[src/pfrq_pkg.sv]
// Shared types and constants for the preamble frame receiver queue.
// Holds the transfer payload structs, the result codes and the preamble test.
// Depends on nothing; every other file of the block imports it.
package pfrq_pkg;

   localparam logic OP_BYTE = 1'b0;
   localparam logic OP_TAKE = 1'b1;

   localparam logic [1:0] KIND_PAYLOAD = 2'd0;
   localparam logic [1:0] KIND_EMPTY   = 2'd1;
   localparam logic [1:0] KIND_DROP    = 2'd2;

   localparam logic [7:0] PRE_A = 8'h7F;
   localparam logic [7:0] PRE_B = 8'hFF;
   localparam int PRE_LEN = 4;

   typedef struct packed {
      logic       opcode;
      logic [7:0] rx_byte;
   } pfrq_req_type;

   typedef struct packed {
      logic [1:0] kind;
      logic [7:0] payload_byte;
      logic       last_of_run;
   } pfrq_rsp_type;

   typedef struct packed {
      logic store;
      logic done;
   } pfrq_sync_type;

   typedef enum logic {
      ST_IDLE,
      ST_TAKE
   } pfrq_state_type;

   function automatic logic is_preamble(input logic [7:0] b0, input logic [7:0] b1,
                                        input logic [7:0] b2, input logic [7:0] b3);
      return (b0 == PRE_A) && (b1 == PRE_B) && (b2 == PRE_A) && (b3 == PRE_B);
   endfunction

endpackage

[src/pfrq_sync.sv]
// Preamble hunt and frame position tracking for the frame receiver queue.
// Keeps the last four received bytes and tells the top level where to store each byte.
// Depends on pfrq_pkg.
module pfrq_sync #(
   parameter int FRAME_BYTES = 22,
   localparam int OFF_W = $clog2(FRAME_BYTES - pfrq_pkg::PRE_LEN + 1)
) (
   input  logic                    clock,
   input  logic                    reset,
   input  logic                    byte_valid,
   input  logic [7:0]              rx_byte,
   output pfrq_pkg::pfrq_sync_type sync,
   output logic [OFF_W-1:0]        offset
);
   import pfrq_pkg::*;

   localparam int POS_W = $clog2(FRAME_BYTES);

   logic [POS_W-1:0] fp_ff, fp_in;
   logic [7:0]       hist_ff [4];
   logic [POS_W:0]   pos_next;
   logic             store;
   logic             done;

   always_comb begin
      pos_next = {1'b0, fp_ff} + (POS_W+1)'(1);
      store    = 1'b0;
      offset   = '0;
      if (fp_ff == POS_W'(PRE_LEN - 1)) begin
         if (!is_preamble(hist_ff[1], hist_ff[2], hist_ff[3], rx_byte)) begin
            pos_next = (POS_W+1)'(PRE_LEN - 1);
         end
      end else if (fp_ff >= POS_W'(PRE_LEN)) begin
         store  = 1'b1;
         offset = OFF_W'(fp_ff - POS_W'(PRE_LEN));
         if (fp_ff > POS_W'(PRE_LEN) &&
             is_preamble(hist_ff[0], hist_ff[1], hist_ff[2], hist_ff[3])) begin
            offset   = '0;
            pos_next = (POS_W+1)'(PRE_LEN + 1);
         end
      end
      done = (pos_next == (POS_W+1)'(FRAME_BYTES));
      fp_in = fp_ff;
      if (byte_valid) begin
         fp_in = done ? '0 : POS_W'(pos_next);
      end
      sync.store = byte_valid & store;
      sync.done  = byte_valid & done;
   end

   always_ff @(posedge clock) begin
      if (reset) begin
         fp_ff <= '0;
      end else begin
         fp_ff <= fp_in;
      end
   end

   always_ff @(posedge clock) begin
      if (byte_valid) begin
         hist_ff[0] <= hist_ff[1];
         hist_ff[1] <= hist_ff[2];
         hist_ff[2] <= hist_ff[3];
         hist_ff[3] <= rx_byte;
      end
   end

endmodule

[src/preamble_frame_receiver_queue.sv]
// Preamble frame receiver queue: top level with the message memory and take sequencer.
// A take of a queued message hands out its FRAME_BYTES - 4 payload bytes one at a time, with
// a single read in flight on the message memory: the next read is issued only once the previous
// byte has been placed in the response register and the response is free to take a new one.
// Reset clears the frame position and ring indices; the memory is not cleared.
module preamble_frame_receiver_queue #(
   parameter int FRAME_BYTES = 22,
   parameter int SLOTS       = 4
) (
   input  logic                   clock,
   input  logic                   reset,
   input  logic                   req_valid,
   output logic                   req_stall,
   input  pfrq_pkg::pfrq_req_type req_item,
   output logic                   rsp_valid,
   input  logic                   rsp_stall,
   output pfrq_pkg::pfrq_rsp_type rsp_item
);
   import pfrq_pkg::*;

   localparam int PAY    = FRAME_BYTES - PRE_LEN;
   localparam int OFF_W  = $clog2(PAY + 1);
   localparam int SLOT_W = $clog2(SLOTS);
   localparam int DEPTH  = SLOTS * PAY;
   localparam int ADDR_W = $clog2(DEPTH);

   pfrq_state_type    state_ff, state_in;
   logic [SLOT_W-1:0] wslot_ff, wslot_in;
   logic [SLOT_W-1:0] rslot_ff, rslot_in;
   logic [ADDR_W-1:0] rbase_ff, rbase_in;
   logic [OFF_W-1:0]  rd_cnt_ff, rd_cnt_in;
   logic              inflight_ff, inflight_in;
   logic              rsp_valid_ff, rsp_valid_in;
   pfrq_rsp_type      rsp_ff, rsp_in;
   logic [7:0]        rdata_ff;

   logic [7:0]        store_mem [DEPTH];

   pfrq_sync_type     sync;
   logic [OFF_W-1:0]  offset;
   logic              out_free;
   logic              accept;
   logic              byte_valid;
   logic              empty;
   logic              full;
   logic [SLOT_W-1:0] wnext;
   logic [SLOT_W-1:0] rnext;
   logic [ADDR_W-1:0] waddr;
   logic [ADDR_W-1:0] raddr;
   logic              rd_en;
   logic              last;

   pfrq_sync #(
      .FRAME_BYTES(FRAME_BYTES)
   ) u_sync (
      .clock     (clock),
      .reset     (reset),
      .byte_valid(byte_valid),
      .rx_byte   (req_item.rx_byte),
      .sync      (sync),
      .offset    (offset)
   );

   always_comb begin
      out_free   = !rsp_valid_ff || !rsp_stall;
      req_stall  = !((state_ff == ST_IDLE) && out_free);
      accept     = req_valid && !req_stall;
      byte_valid = accept && (req_item.opcode == OP_BYTE);

      wnext = (wslot_ff == SLOT_W'(SLOTS - 1)) ? '0 : wslot_ff + SLOT_W'(1);
      rnext = (rslot_ff == SLOT_W'(SLOTS - 1)) ? '0 : rslot_ff + SLOT_W'(1);
      empty = (wslot_ff == rslot_ff);
      full  = (wnext == rslot_ff);

      waddr = ADDR_W'(wslot_ff) * ADDR_W'(PAY) + ADDR_W'(offset);
      raddr = rbase_ff + ADDR_W'(rd_cnt_ff);
      last  = (rd_cnt_ff == OFF_W'(PAY));

      state_in     = state_ff;
      wslot_in     = wslot_ff;
      rslot_in     = rslot_ff;
      rbase_in     = rbase_ff;
      rd_cnt_in    = rd_cnt_ff;
      inflight_in  = inflight_ff;
      rsp_valid_in = rsp_valid_ff && rsp_stall;
      rsp_in       = rsp_ff;
      rd_en        = 1'b0;

      unique case (state_ff)
         ST_IDLE: begin
            if (accept) begin
               if (req_item.opcode == OP_TAKE) begin
                  if (empty) begin
                     rsp_valid_in = 1'b1;
                     rsp_in       = '{kind: KIND_EMPTY, payload_byte: 8'd0, last_of_run: 1'b1};
                  end else begin
                     state_in  = ST_TAKE;
                     rbase_in  = ADDR_W'(rslot_ff) * ADDR_W'(PAY);
                     rd_cnt_in = '0;
                  end
               end else if (sync.done) begin
                  if (full) begin
                     rsp_valid_in = 1'b1;
                     rsp_in       = '{kind: KIND_DROP, payload_byte: 8'd0, last_of_run: 1'b1};
                  end else begin
                     wslot_in = wnext;
                  end
               end
            end
         end
         ST_TAKE: begin
            if (inflight_ff) begin
               inflight_in  = 1'b0;
               rsp_valid_in = 1'b1;
               rsp_in       = '{kind: KIND_PAYLOAD, payload_byte: rdata_ff, last_of_run: last};
               if (last) begin
                  state_in = ST_IDLE;
                  rslot_in = rnext;
               end
            end else if (out_free) begin
               rd_en       = 1'b1;
               rd_cnt_in   = rd_cnt_ff + OFF_W'(1);
               inflight_in = 1'b1;
            end
         end
         default: begin
            state_in = ST_IDLE;
         end
      endcase
   end

   always_ff @(posedge clock) begin
      if (reset) begin
         state_ff     <= ST_IDLE;
         wslot_ff     <= '0;
         rslot_ff     <= '0;
         inflight_ff  <= 1'b0;
         rsp_valid_ff <= 1'b0;
      end else begin
         state_ff     <= state_in;
         wslot_ff     <= wslot_in;
         rslot_ff     <= rslot_in;
         inflight_ff  <= inflight_in;
         rsp_valid_ff <= rsp_valid_in;
      end
   end

   always_ff @(posedge clock) begin
      rbase_ff  <= rbase_in;
      rd_cnt_ff <= rd_cnt_in;
      rsp_ff    <= rsp_in;
   end

   always_ff @(posedge clock) begin
      if (sync.store) begin
         store_mem[waddr] <= req_item.rx_byte;
      end
      if (rd_en) begin
         rdata_ff <= store_mem[raddr];
      end
   end

   assign rsp_valid = rsp_valid_ff;
   assign rsp_item  = rsp_ff;

endmodule

[config.mk]
export PLATFORM = sky130hd
export DESIGN_NAME = preamble_frame_receiver_queue
export DESIGN_NICKNAME = d
export VERILOG_FILES = /design/src/pfrq_pkg.sv /design/src/pfrq_sync.sv /design/src/preamble_frame_receiver_queue.sv
export SDC_FILE = /design/constraint.sdc
export NUM_CORES = 1
export LEC_CHECK = 0
export ABC_AREA = 0
export BUFFER_PORTS_ARGS = -buffer_cell sky130_fd_sc_hd__buf_2
export CAP_MARGIN = 20
export CELL_PAD_IN_SITES_DETAIL_PLACEMENT = 1
export CELL_PAD_IN_SITES_GLOBAL_PLACEMENT = 1
export CORE_ASPECT_RATIO = 2
export CORE_MARGIN = 5
export CORE_UTILIZATION = 55
export CTS_CLUSTER_SIZE = 16
export DETAILED_ROUTE_END_ITERATION = 12
export PLACE_DENSITY_LB_ADDON = 0.1
export SETUP_SLACK_MARGIN = 0.15
export SYNTH_ARGS = -nofsm -noshare
export SYNTH_HDL_FRONTEND = slang
export SYNTH_HIERARCHICAL = 1
export SYNTH_SLANG_ARGS = --single-unit
[constraint.sdc]
create_clock -name clock -period 6.8 [get_ports clock]
set_input_delay 1.02 -clock clock [delete_from_list [all_inputs] [get_ports clock]]
set_output_delay 1.02 -clock clock [all_outputs]
set_load 0.01 [all_outputs]
### Yosys cells after proc, flatten, opt, wreduce, memory -nomap -nowiden

Memories as Yosys holds them, arrays and structs flattened. A register that Yosys moved wholly into a read port is not among the register bits.
Index checks and enable logic that the tools add are counted.
W data, S select, Z words.

| cells by class | value |
|---|---|
| add/sub/neg operators | 7 |
| multipliers | 2 |
| divide/modulo/power cells | 0 |
| order comparisons | 2 |
| equal/unequal tests | 24 |
| shift-type cells | 0 |
| multiplexer cells | 45 |
| bitwise logic cells | 6 |
| reductions and logical operators | 20 |

Operators with widths:

| kind | number |
|---|---|
| $mux W11 | 6 |
| $mux W5 | 9 |
| $eq A8 B7 Y1 const B | 4 |
| $eq A8 B8 Y1 const B | 4 |
| $mux W6 | 4 |
| $pmux W11 S2 | 1 |
| $mux W1 | 20 |
| $reduce_and A5 Y1 | 3 |
| $add A7 B5 Y7 | 2 |
| $mul A2 B4 Y6 const B | 2 |
| $logic_and A1 B1 Y1 | 11 |
| $pmux W5 S2 | 1 |
| $ne A3 B3 Y1 const B | 3 |
| $ne A2 B2 Y1 const B | 4 |
| $add A5 B1 Y6 const B | 1 |
| $eq A6 B5 Y1 const B | 1 |
| $add A5 B1 Y5 const B | 1 |
| $eq A5 B2 Y1 const B | 1 |
| $eq A5 B5 Y1 const B | 1 |
| $ge A5 B3 Y1 const B | 1 |
| $gt A5 B3 Y1 const B | 1 |
| $sub A5 B3 Y5 const B | 1 |
| $add A2 B1 Y2 const B | 2 |
| $eq A2 B2 Y1 | 2 |
| other kinds (10) | 20 |

| word-level totals | value |
|---|---|
| bits in registers | 34 |
| latch bits | 0 |
| bits in writable memories | 608 |
| memory bits (read-only) | 0 |
| bits of input ports | 13 |
| output and inout port bits | 13 |
| word-level logic and storage cells | 119 |
| memories | 2 |

Memory list:

| memory | depth | width | read ports | clocked after memory_dff | wr ports | line | text |
|---|---|---|---|---|---|---|---|
| store_mem | 72 | 8 | 1 | 1 | 1 | preamble_frame_receiver_queue.sv:37 | `logic [7:0] store_mem [DEPTH];` |
| u_sync.hist_ff | 4 | 8 | 4 | 0 | 4 | pfrq_sync.sv:20 | `logic [7:0] hist_ff [4];` |

### Logic depth before layout (Yosys ltp)

An unclocked memory read counts as a cell.

| depth | value |
|---|---|
| word-level depth | 15 |
| mapped depth | 16 |

### By module

Netlist, hierarchy kept.

By module, submodules not included:

| module | instances | cells each | area an instance (sq um) | seq. area each (sq um) |
|---|---|---|---|---|
| preamble_frame_receiver_queue | 1 | 1,284 | 24,379.6 | 18,217.5 |
| pfrq_sync | 1 | 123 | 1,704.1 | 1,061.0 |

### Worst setup path before layout

Ideal clock, no wire load.

| timing path | value |
|---|---|
| kind | input port to flip-flop |
| start | in rsp_stall |
| end | reg rsp_ff, in the netlist rsp_item[0] (enable) |
| library setup time | 0.394 ns |
| data arrival time | 4.759 ns |
| data required time | 6.406 ns |
| slack | 1.647 ns |
| stages on the path | 10 |
| buffers on the path | 1 |
| cells stage by stage | a21oi_1 > nand2_1 > nor2_1 > clkbuf_1 > and4_1 > nor2b_1 > nand2_1 > o21ai_0 > o21ai_0 > o21ai_0 |

RTL lines:

| what | line | text |
|---|---|---|
| start, declared | preamble_frame_receiver_queue.sv:16 | `input logic rsp_stall,` |
| end signal, assigned | preamble_frame_receiver_queue.sv:151 | `rsp_ff <= rsp_in;` |
| end, declared | preamble_frame_receiver_queue.sv:34 | `pfrq_rsp_type rsp_ff, rsp_in;` |

### Worst setup path in the final report

| timing path | value |
|---|---|
| start | reg u_sync.fp_ff[3] |
| end | mem store_mem[69][2] (enable) |

| on the way | value |
|---|---|
| word-level cells in the longest chain between the ends | 6 |
| elaborated cells on any way between the ends | 14 |
| classes of those cells | add/sub (2); order compare (2); eq/ne (1); mux (7); bitwise (1); reduce/logical (1) |

RTL lines:

| what | line | text |
|---|---|---|
| start, declared | pfrq_sync.sv:19 | `logic [POS_W-1:0] fp_ff, fp_in;` |
| start signal, assigned | pfrq_sync.sv:55 | `fp_ff <= fp_in;` |
| $gt A5 B3 Y1 | pfrq_sync.sv:36 | `if (fp_ff > POS_W'(PRE_LEN) &&` |
| $logic_and A1 B1 Y1 | pfrq_sync.sv:36 |  |
| $mux W5 | pfrq_sync.sv:36 |  |
| $mux W5 | pfrq_sync.sv:33 | `end else if (fp_ff >= POS_W'(PRE_LEN)) begin` |
| $mux W5 (*) | pfrq_sync.sv:29 | `if (fp_ff == POS_W'(PRE_LEN - 1)) begin` |
| named net offset[1] | preamble_frame_receiver_queue.sv:40 | `logic [OFF_W-1:0] offset;` |
| $add A7 B5 Y7 (*) | preamble_frame_receiver_queue.sv:75 | `waddr = ADDR_W'(wslot_ff) * ADDR_W'(PAY) + ADDR_W'(offset);` |
| end, declared | preamble_frame_receiver_queue.sv:37 |  |

The timed path passes the listed nets; every way through them passes the cells marked *.

==> impl_results.md <==
* Max Freq at 198 MHz
* Syn_nets at 1438
* Hold WC Path Type: register to register
* Clock Latency Late Sink at 0.60 ns
* Period utilisation layout at 0.741
* Initial antenna violation count at 3
* YS warnings at 6
* FF+latch area at 19300 sq um
* Post-synth EDFFs at 634
* IO buf count at 25
* PD cells at 268 nW/um^2
* Root Buffer: clkbuf_16
* Ant diodes at 0
* First-pass GRT wire length at 95200 um
* Syn Area/Cell at 18.5 sq um
* Primary FF master, synth: edfxtp_1
* Final setup TNS at 0 ns
* Vias in the first global route at 14200
* Yosys cell types at 71
* Largest net degree at the start of global routing at 107
* Post-synth top area cell: edfxtp_1
* Final core utilization at 0.606
* Drt drc at 0
* Yosys reg bits at 646
* First drt pass iteration count at 5
* Min Tclk post-route at 5.04 ns
* Via density at 6.31
* Placed Cells at 2021
* H-Tree Depth at 2
* Core Region at 47200 sq um
* Row count at 113
* Drt wl/cell at 30.1 um
* Worst rel slew slack at 0.264
* CTS tree: yes
* Async set-reset flop share out of synthesis at 0
* Worst setup EP type: register
* Netlist Area Pre-Place at 26100 sq um
* Worst EP arrival at 5.25 ns
* Initial core utilization at 0.552
* RR Endpoint: store_mem[69][2]$_DFFE_PP_
* Worst slew pin tran at 1.10 ns
* Run status: finished, final reports clean
* Mapped Cells at 1407
* 1st-iter DRT viols at 1369
* Die ar. at 52100 sq um
* Reg2reg start: u_sync/fp_ff[3]$_SDFFE_PP0P_
* Clock-pin slew on the worst setup and hold paths at 0.06 ns
* Kind of critical path: register to register
* I/O pins at 26
* RSZ-0062 raised after global routing: false
* Critical Path End: store_mem[69][2]$_DFFE_PP_
* DP Wirelength at 39800 um
* Layout Skew at 0.0182 ns
* Die X at 164 um
* Sink Count at 646
* Worst Setup SP: u_sync/fp_ff[3]$_SDFFE_PP0P_
* WL final at 63700 um
* R2R setup slack at 1.76 ns
* Via count at 13400
* Most frequent cell after synthesis: edfxtp_1
* CTS buffer count at 54
* Setup Buffers After CTS at 0
* Share of layout cells above drive strength 1 at 0.175
* Critical Path RT at 7.01 ns
* Post-cts repair resize count at 0
* Fill cells at 4138
* GRT Total Usage at 0.250
* NumNets Final at 1477
* Layout Area Growth over Synthesis at 9.67%
* Pleak at 9.14 nW
* FF-to-FF path depth at 12
* Fin cells at 2120
* Worst-case clock buffer depth at 3
* VDD IR max at 0.248 mV
* Sequential cell area fraction in the yosys report at 0.739
* Startpoint Class: register
* Final Hold Vio Count at 0
* CTS Hold Bufs at 0
* Chip height at 318 um
* Max-cap viol count at 0
* RD Place Congestion at 0.889
* Final setup fails at 0
* Multi-input gate area at 6330 sq um
* Routed Antenna Nets at 0
* GRT overflow at 0
* Commonest cells in the netlist: edfxtp_1 (634), nand2_1 (134), mux4_2 (120)
* Top-area cell type share of the netlist area at 0.730
* CP Max Fanout at 9
* Pins Over Slew Limit at 0
* Synth top area cells: edfxtp_1 (73%), mux4_2 (10%), nand2_1 (1.9%)
[critical path, cell delays in order, from the launching register on]
cell and delay [ns]:
dfxtp_1 0.45, inv_1 0.17, ha_1 0.26, o2bb2ai_4 0.14
a2111oi_4 0.47, nand3_2 0.17, nand2_1 0.19, nor2_1 0.06
ha_1 0.22, fa_1 0.58, nor2b_1 0.21, nand3_1 0.80
nor2_1 0.96
[final cells by class]
class                      instances  area share
clock buffer                      70      0.0497
sequential                       646       0.674
timing repair buffer              50      0.0122
clock inverter                    28      0.0131
inverter                          16     0.00210
multi-input combinational        678       0.221
tap                              632      0.0276
[worst min-delay path by stage]
stage | start | to | slack (ns) | cells after the start
after floorplan | u_sync/hist_ff[3][3]$_DFFE_PP_ | u_sync/hist_ff[2][3]$_DFFE_PP_ | 0.43 | 0
after global placement | u_sync/hist_ff[3][2]$_DFFE_PP_ | u_sync/hist_ff[2][2]$_DFFE_PP_ | 0.43 | 0
after detailed placement | u_sync/hist_ff[3][2]$_DFFE_PP_ | u_sync/hist_ff[2][2]$_DFFE_PP_ | 0.43 | 0
after CTS | u_sync/hist_ff[3][2]$_DFFE_PP_ | u_sync/hist_ff[2][2]$_DFFE_PP_ | 0.45 | 0
after global routing | u_sync/hist_ff[3][2]$_DFFE_PP_ | u_sync/hist_ff[2][2]$_DFFE_PP_ | 0.46 | 0
final | u_sync/hist_ff[3][2]$_DFFE_PP_ | u_sync/hist_ff[2][2]$_DFFE_PP_ | 0.44 | 0
[report_power, final]
group | total, mW | internal [mW] | switching, mW
clock network | 3.19 | 1.82 | 1.37
registers | 4.38 | 4.38 | 0.00538
logic | 0.101 | 0.0134 | 0.0880
[sequential cells by signal, indices dropped and copies added, names as in the netlist]
register	cells
rsp_item	11
wslot_ff	2
state_ff	1
inflight_ff	1
rslot_ff	2
rd_cnt_ff	5
rdata_ff	8
rsp_valid	1
rbase_ff	2
u_sync/fp_ff	5
u_sync/hist_ff	32
store_mem	576
[logic make-up after synthesis]
kind of cell,share of synthesized area
compound gates,0.0358
buf+inv,0.0195
simple gates,0.0620
fa+ha+maj,0.00921
xor+xnor,0.00710
flops,0.739
mux,0.127
[per-layer routing]
layer | track usage | vias to the layer above | part of all wire
li1 | - | 5722 | -
met1 | 0.336 | 7042 | 0.39
met2 | 0.421 | 474 | 0.52
met3 | 0.0332 | 129 | 0.053
met4 | 0.0864 | 0 | 0.038
met5 | 0 | - | 0
[stage by stage]
step / hold slack (ns) / area [sq um] / worst slack, ns / power (mW)
CTS: 0.445 / 28600 / 1.76 / 7.73
global route: 0.456 / 28600 / 1.48 / 7.93
finish: 0.445 / 28600 / 1.76 / 7.67
floorplan: 0.426 / 26100 / 1.65 / 4.48
global placement: 0.432 / 26800 / 1.98 / 4.57
detailed placement: 0.434 / 26800 / 1.79 / 4.57
[layout by cell type, fill, tap and decap left out, types with 19 or more instances in the layout]
master	n
buf_2	25
buf_4	21
clkbuf_16	54
edfxtp_1	634
mux4_2	120
nand2_1	134
nand3_1	58
nor2_1	103
o21ai_0	19
Note: power is estimated with default switching activity, not from simulation.
